$ cat config.mk
export PLATFORM = sky130hd
export DESIGN_NAME = acpu_ctrl
export DESIGN_NICKNAME = d
export VERILOG_FILES = /design/src/design/acpu_pkg.sv /design/src/design/acpu_ctrl.sv
export SDC_FILE = /design/constraint.sdc
export NUM_CORES = 1
export LEC_CHECK = 0
export ABC_AREA = 1
export BUFFER_PORTS_ARGS = -buffer_cell sky130_fd_sc_hd__buf_2
export CAP_MARGIN = 15
export CORE_AREA = 2 2 39 41
export DETAILED_ROUTE_END_ITERATION = 16
export DIE_AREA = 0 0 41 43
export PLACE_DENSITY = 0.72
export SLEW_MARGIN = 15
export SYNTH_ARGS = -nofsm -noshare
export SYNTH_HDL_FRONTEND = slang
export SYNTH_SLANG_ARGS = --single-unit
$ cat constraint.sdc
create_clock -name clk -period 3.32 [get_ports clk]
set_clock_uncertainty 0.15 [all_clocks]
set_input_delay 0.332 -clock clk [delete_from_list [all_inputs] [get_ports clk]]
set_output_delay 0.332 -clock clk [all_outputs]
set_load 0.05 [all_outputs]
$ cat src/design/acpu_pkg.sv
// Shared types, opcodes and constants of the accumulator CPU core.
package acpu_pkg;

    // Memory address width; pc and all addresses wrap at this width.
    localparam int ADDR_BITS = 8;
    localparam int MEM_WORDS = 1 << ADDR_BITS;
    localparam logic [ADDR_BITS-1:0] ADDR_ONE = 1;

    localparam int WORD_W    = 16;
    localparam int BYTE_W    = 8;
    localparam int S_TDATA_W = 32;
    localparam int M_TDATA_W = 32;

    // The divider retires one quotient bit per cycle.
    localparam int DIV_STEPS = 8;
    localparam int DIV_CNT_W = $clog2(DIV_STEPS);
    localparam logic [DIV_CNT_W-1:0] DIV_LAST = DIV_CNT_W'(DIV_STEPS - 1);

    // Item kinds on the input tuser bit.
    localparam logic KIND_LOAD = 1'b0;
    localparam logic KIND_STEP = 1'b1;

    typedef enum logic [7:0] {
        OP_LDA  = 8'd0,
        OP_STA  = 8'd1,
        OP_ADD  = 8'd2,
        OP_SUB  = 8'd3,
        OP_AND  = 8'd4,
        OP_OR   = 8'd5,
        OP_XOR  = 8'd6,
        OP_NOT  = 8'd7,
        OP_LLA  = 8'd8,
        OP_NOP0 = 8'd9,
        OP_JMP  = 8'd10,
        OP_JZ   = 8'd11,
        OP_IN   = 8'd12,
        OP_OUT  = 8'd13,
        OP_NOP1 = 8'd14,
        OP_STP  = 8'd15,
        OP_LDB  = 8'd16,
        OP_STB  = 8'd17,
        OP_LDC  = 8'd18,
        OP_STC  = 8'd19,
        OP_MUL  = 8'd20,
        OP_DIV  = 8'd21,
        OP_LLB  = 8'd22,
        OP_LLC  = 8'd23,
        OP_NOP2 = 8'd24
    } opcode_t;

    typedef enum logic [2:0] {
        ST_IDLE,
        ST_FETCH,
        ST_DECODE,
        ST_LOAD_RD,
        ST_DIV,
        ST_EXEC,
        ST_REPORT
    } ctrl_state_t;

    // Commands from the controller to the datapath.
    typedef struct packed {
        logic take;        // input item accepted this cycle
        logic load_write;  // accepted item is a memory write
        logic fetch_rd;    // read instruction word at pc
        logic data_rd;     // read data word at the argument address
        logic decode;      // latch instruction, prime the divider
        logic div_step;    // one divider iteration
        logic execute;     // commit the instruction and load the result
        logic report;      // load the result without changing state
    } ctrl_cmd_t;

    // Status from the datapath to the controller.
    typedef struct packed {
        logic [7:0] fetch_op;  // opcode of the fetched word
        logic       stopped;
        logic       b_zero;
        logic       out_free;  // output register can take a result
    } dp_status_t;

endpackage

$ cat src/design/acpu_ctrl.sv
// Controller state machine of the accumulator CPU core.
module acpu_ctrl (
    input  logic                   clk,
    input  logic                   rst_n,
    input  logic                   s_tvalid,
    output logic                   s_tready,
    input  logic                   kind,
    input  acpu_pkg::dp_status_t   status,
    output acpu_pkg::ctrl_cmd_t    cmd
);

    acpu_pkg::ctrl_state_t state_reg, state_next;
    logic [acpu_pkg::DIV_CNT_W-1:0] cnt_reg, cnt_next;
    logic is_load_op;

    assign is_load_op = (status.fetch_op == acpu_pkg::OP_LDA) ||
                        (status.fetch_op == acpu_pkg::OP_LDB) ||
                        (status.fetch_op == acpu_pkg::OP_LDC);

    always_ff @(posedge clk or negedge rst_n)
    begin
        if (!rst_n)
        begin
            state_reg <= acpu_pkg::ST_IDLE;
            cnt_reg   <= '0;
        end
        else
        begin
            state_reg <= state_next;
            cnt_reg   <= cnt_next;
        end
    end

    // Next state.
    always_comb
    begin
        state_next = state_reg;
        cnt_next   = cnt_reg;
        unique case (state_reg) inside
            acpu_pkg::ST_IDLE:
            begin
                if (s_tvalid)
                begin
                    if (kind == acpu_pkg::KIND_LOAD || status.stopped)
                        state_next = acpu_pkg::ST_REPORT;
                    else
                        state_next = acpu_pkg::ST_FETCH;
                end
            end
            acpu_pkg::ST_FETCH:
                state_next = acpu_pkg::ST_DECODE;
            acpu_pkg::ST_DECODE:
            begin
                cnt_next = '0;
                if (is_load_op)
                    state_next = acpu_pkg::ST_LOAD_RD;
                else if (status.fetch_op == acpu_pkg::OP_DIV && !status.b_zero)
                    state_next = acpu_pkg::ST_DIV;
                else
                    state_next = acpu_pkg::ST_EXEC;
            end
            acpu_pkg::ST_LOAD_RD:
                state_next = acpu_pkg::ST_EXEC;
            acpu_pkg::ST_DIV:
            begin
                cnt_next = cnt_reg + 1'b1;
                if (cnt_reg == acpu_pkg::DIV_LAST)
                    state_next = acpu_pkg::ST_EXEC;
            end
            acpu_pkg::ST_EXEC,
            acpu_pkg::ST_REPORT:
            begin
                if (status.out_free)
                    state_next = acpu_pkg::ST_IDLE;
            end
            default:
                state_next = acpu_pkg::ST_IDLE;
        endcase
    end

    // Outputs.
    always_comb
    begin
        s_tready = 1'b0;
        cmd      = '0;
        unique case (state_reg)
            acpu_pkg::ST_IDLE:
            begin
                s_tready       = 1'b1;
                cmd.take       = s_tvalid;
                cmd.load_write = s_tvalid && (kind == acpu_pkg::KIND_LOAD);
            end
            acpu_pkg::ST_FETCH:   cmd.fetch_rd = 1'b1;
            acpu_pkg::ST_DECODE:  cmd.decode   = 1'b1;
            acpu_pkg::ST_LOAD_RD: cmd.data_rd  = 1'b1;
            acpu_pkg::ST_DIV:     cmd.div_step = 1'b1;
            acpu_pkg::ST_EXEC:    cmd.execute  = status.out_free;
            acpu_pkg::ST_REPORT:  cmd.report   = status.out_free;
            default:              cmd          = '0;
        endcase
    end

    // The divider runs exactly its fixed number of iterations.
    assert property (@(posedge clk) disable iff (!rst_n)
        (state_reg == acpu_pkg::ST_DIV && cnt_reg == acpu_pkg::DIV_LAST)
        |=> state_reg == acpu_pkg::ST_EXEC)
        else $error("divider did not finish after its last iteration");

    // A step item on a running core always starts with a fetch.
    assert property (@(posedge clk) disable iff (!rst_n)
        (s_tvalid && s_tready && kind == acpu_pkg::KIND_STEP && !status.stopped)
        |=> state_reg == acpu_pkg::ST_FETCH)
        else $error("step item did not start a fetch");

endmodule

== Word level (Yosys, flattened, before mapping) ==
Cells that the tools add are included.

* Bits in registers: 6
* Bits of input ports: 15
* Output and inout bits: 9
* Word-level logic and storage cells: 44

* Add/subtract/negate cells: 1
* Eq/ne operators: 13
* Multiplexer cells: 16
* Bitwise logic cells: 1
* Reductions and logical operators: 11

{| class="wikitable"
|+ Operators with widths
! operator !! count
|-
| $eq 8x5->1 const B || 3
|-
| $pmux 3 s6 || 1
|-
| $mux 3 || 5
|-
| $eq 3x3->1 const B || 4
|-
| $logic_not 8->1 || 1
|-
| $mux 1 || 8
|-
| $eq 3x2->1 const B || 2
|-
| $pmux 3 s2 || 1
|-
| $ne 2x2->1 const B || 2
|-
| $add 3x1->3 const B || 1
|-
| $eq 3x1->1 const B || 1
|-
| $logic_not 3->1 || 1
|-
| $logic_or 1x1->1 || 3
|-
| $reduce_and 3->1 || 1
|-
| $logic_and 1x1->1 || 2
|-
| $mux 2 || 1
|-
| $ne 2x1->1 const B || 1
|-
| $reduce_bool 2->1 || 1
|-
| $reduce_or 2->1 || 1
|-
| $logic_not 1->1 || 1
|-
| $not 1->1 || 1
|}

== Depth between registers and ports, before layout ==
* Word-level depth: 5
* Gate-level depth with buffers: 8
* Mapped depth without buffers: 8

== Worst setup path before layout ==
Ideal clock, no wire load.

* Path type: register to output
* Start point: reg state_reg[1]
* End point: out cmd[6] (netlist name)
* Data arrival time: 1.749 ns
* Data required time: 2.838 ns
* Setup slack: 1.089 ns
* Stages on the path, launching flop included: 4
* Path buffers: 0
* Cells stage by stage: dfrtp_1 -> nor2_2 -> nand2_2 -> nor3_1

{| class="wikitable"
|+ RTL lines
! what !! RTL line !! text
|-
| start: declaration || acpu_ctrl.sv:12 || <nowiki>acpu_pkg::ctrl_state_t state_reg, state_next;</nowiki>
|-
| start signal: assignment || acpu_ctrl.sv:24 || <nowiki>state_reg <= acpu_pkg::ST_IDLE;</nowiki>
|-
| start signal: assignment || acpu_ctrl.sv:29 || <nowiki>state_reg <= state_next;</nowiki>
|-
| end: declaration || acpu_ctrl.sv:9 || <nowiki>output acpu_pkg::ctrl_cmd_t cmd</nowiki>
|}

==> run summary <==
The tools report the worst endpoint data arrival time as 1.43 ns. The design draws 659 uW. The flow ran to the end, and the final reports show no timing, DRC or antenna violations.

Across all layers, the routed design uses 557 vias. The global-route track usage on met2 is 21.9%, and the mux cell area share after synthesis is 0%. VDD sags by at most 315 uV. The met3 usage in global routing was 1.57%.

Of all nets on the critical path, the largest fanout is 7. The layer carrying the most global-route usage was met2. Walking the worst path, the cells encountered are nor2_2, nand2_2, nor3_1, buf_2.

The tools report the latest clock arrival within the worst-skew pair as 0.24 ns. The cell area that synthesis handed to floorplanning was 513 um2. TritonCTS created 3 clock buffers. The dominant combinational cell family by area after synthesis is simple AND/OR/NAND/NOR gates. The worst hold path belongs to the class input port to asynchronous set/reset pin. CTS placed an instance of sky130_fd_sc_hd__clkbuf_4 at the clock tree root. The delay of the slowest cell on the worst path was 0.43 ns; the average vias per placed instance was 4.39.

In the final routed layout, each cell accounts on average for 8.53 um. For met1 alone, demand over resource in global routing was 19.9%. The final layout contains routed wiring with a total length of 1080 um. The kind of critical path was flip-flop to output port. The first detailed-routing pass ran for 3 iterations. The max-capacitance violation count was 0.

The cell family contributing the most delay on the critical path is simple AND/OR/NAND/NOR gates. The cell count after synthesis was 84; the number of fill cells in the layout was 146. The critical path launch point type was a flip-flop. The net total in the final layout was 130; the total global-route track usage was 14.7%.

0 antenna diodes ended up in the layout. In this run the core area contains 14 standard-cell rows. The detail route stage leaves a number of antenna-violating nets equal to 0. The total overflow left after global routing is 0. Setup repair after global routing left no endpoint under its margin.

Measured along the x axis, the die boundary spans 41 um. The tools report the data required time at the worst endpoint as 2.84 ns. Pin placement for this block handled 24 I/O pins. The violation count after the first detailed-routing iteration is 1, and the number of I/O port buffers is 23. After Yosys synthesis, XOR and XNOR cells account for 0% of the synthesized area. Subtracting the final worst setup slack from the clock period gives 1.91 ns. Clock-pin slew was measured on the worst setup and hold paths at 0.04 ns. The logic depth of the worst register-to-register path is 8. The number of nets handed over by synthesis was 101. In the synthesized netlist the dominant register cell turns out to be sky130_fd_sc_hd__dfrtp_1.

The floorplan step set the die height to 43 um. TritonCTS built the clock tree. In the synthesized netlist the async set-or-reset flop fraction comes to 100%.

Post-CTS repair changed the size of 0 cells. For the core region area, the log shows 1380 um2. The total half-perimeter wirelength after legalization and detailed placement was 893 um.

For this run, the top clock speed supported by timing is 524 MHz. The number of different library cells used by synthesis comes to 16. The count of final hold-check violations came out at 0.

The startpoint identified for the worst register-to-register timing path is cnt_reg[0]. The run gives 83.2% as the headroom to the max-slew limit. The clock passes through at most 2 buffers.

The post-synthesis simple-gate area fraction works out to 44.4%. For the H-tree depth, the log shows 1. sky130_fd_sc_hd__nand2_1 is the most common cell in the netlist. By count the netlist is led by sky130_fd_sc_hd__nand2_1 (20), sky130_fd_sc_hd__nor2_1 (16), sky130_fd_sc_hd__inv_1 (14). For the initial antenna violation count, the log shows 0.

The wire length of the first global-routing pass came out at 1800 um. Setup violations remaining at the end of the flow were counted as 0. The sequential fraction of the synthesis area was 29.3%.

The cell with the biggest individual delay on the critical path was sky130_fd_sc_hd__dfrtp_1. The tools report the capture instance of the worst register-to-register path as state_reg[1]. The tools report the type of element capturing the critical path as an output port. For this run, design rule violations remaining after detail routing come to 0. The number of clock sinks is 6, and the share of the synthesized area in compound gates (AO/OA/AOI/OAI) is 8.29%. The placer congestion estimate was 0.717; the transition time of the tightest slew-check pin was 0.253 ns.

Counting flops with a built-in enable in the synthesized netlist gives 0. Count of buffer and inverter cells on the critical path: 1. In the final layout, the share of cells above drive strength 1 is 34.2%. Summed over all instances, the cell type with the most area after synthesis is sky130_fd_sc_hd__dfrtp_1.

Hold timing on the final database bottoms out at a slack of 0.310 ns. After routing, the total negative slack on setup checks comes to 0 ns. The number of warning messages in the yosys log came out at 0.

The number of non-filler instances in the completed layout was 127; the adder and majority cell fraction of the synthesized area was 4.88%. After synthesis the netlist holds a flip-flop and latch count of 6. Summed over all cells, the static leakage comes to 0.432 nW. The final-report max-slew violation count was 0. The effective utilization at floorplan is 37.1%.

In the post-synthesis netlist, the biggest area contributors are sky130_fd_sc_hd__dfrtp_1 (29%), sky130_fd_sc_hd__nand2_1 (15%), sky130_fd_sc_hd__nor2_1 (12%). The average instance area after synthesis was 6.11 um2; the die area was 1760 um2. The areal power density over the cells was 968 nW/um2; the cell total after placement was 123.

Via count of the first global-routing pass: 482. The final worst-path cycle share is 57.5%. The post-synthesis to final-layout area growth is 32.7%, and the largest net degree at the start of global routing is 8.

Of the post-synthesis cell area, the dominant cell type holds 29.3%. For the minimum setup slack among reg-to-reg paths, the log shows 1.95 ns.
==> final cells by class <==
| type | count | area [um2] | share of cell area (%) |
|---|---|---|---|
| Clock buffer | 3 | 22.5 | 3.31 |
| Inverter | 18 | 67.6 | 9.93 |
| Multi-Input combinational cell | 60 | 295 | 43.4 |
| Sequential cell | 6 | 150 | 22.1 |
| Tap cell | 16 | 20.0 | 2.94 |
| Timing Repair Buffer | 24 | 125 | 18.4 |
==> report_power, final <==
part | switching [mW] | total (mW) | internal (mW)
Clock | 0.0235 | 0.0642 | 0.0407
Combinational | 0.314 | 0.449 | 0.134
Sequential | 0.0359 | 0.146 | 0.110
Total | 0.374 | 0.659 | 0.285
==> metrics by stage <==
| stage | cell area [um2] | util [%] | setup slack, ns |
|---|---|---|---|
| floorplan | 513 | - | 1.09 |
| global placement | 648 | 46.8 | 1.73 |
| detailed placement | 648 | 46.8 | 1.67 |
| CTS | 681 | 49.2 | 1.40 |
| global route | 681 | 49.2 | 1.28 |
| finish | 681 | 49.2 | 1.41 |
==> placed cells by master (no fill, tap or decap) <==
| cell | Yosys | final |
|---|---|---|
| sky130_fd_sc_hd__a21oi_1 | 1 | 1 |
| sky130_fd_sc_hd__a22o_1 | 2 | 2 |
| sky130_fd_sc_hd__buf_2 | 0 | 23 |
| sky130_fd_sc_hd__clkbuf_4 | 0 | 3 |
| sky130_fd_sc_hd__dfrtp_1 | 6 | 6 |
| sky130_fd_sc_hd__dlygate4sd3_1 | 0 | 1 |
| sky130_fd_sc_hd__ha_1 | 2 | 2 |
| sky130_fd_sc_hd__inv_1 | 14 | 14 |
| sky130_fd_sc_hd__inv_2 | 4 | 4 |
| sky130_fd_sc_hd__nand2_1 | 20 | 20 |
| sky130_fd_sc_hd__nand2_2 | 5 | 5 |
| sky130_fd_sc_hd__nand3_1 | 5 | 5 |
| sky130_fd_sc_hd__nand3b_1 | 1 | 1 |
| sky130_fd_sc_hd__nor2_1 | 16 | 16 |
| sky130_fd_sc_hd__nor2_2 | 2 | 2 |
| sky130_fd_sc_hd__nor2_4 | 1 | 1 |
| sky130_fd_sc_hd__nor3_1 | 1 | 1 |
| sky130_fd_sc_hd__o21ai_0 | 2 | 2 |
| sky130_fd_sc_hd__o21ai_1 | 2 | 2 |
==> logic make-up after synthesis <==
family / after synthesis
DFF: 6
buffers and inverters: 18
adders and majority gates: 2
and+or+nand+nor: 51
AOI/OAI and AO/OA: 7
==> per-layer routing <==
layer  part of all wire [%]  vias to the layer above
met2                     51                       13
met3                    4.0                        0
li1                       -                      312
met4                      0                        0
met1                     45                      232
met5                      0                        -
==> how the worst max path moves through the flow <==
stage	to	slack, ns	depth (start not counted)	startpoint
after detailed placement	cmd[6]	1.67	4	state_reg[1]
after global routing	cmd[6]	1.28	4	state_reg[1]
final	cmd[6]	1.41	4	state_reg[1]
after CTS	cmd[6]	1.40	4	state_reg[1]
after floorplan	cmd[6]	1.09	3	state_reg[1]
after global placement	cmd[6]	1.73	4	state_reg[1]
==> timing repair <==
| action | CTS | global route |
|---|---|---|
| endpoints found under the hold margin | 6 | 0 |
| hold buffers | 1 | 0 |
| setup buffers | 0 | 0 |
Note: power is estimated with default switching activity, not from simulation.
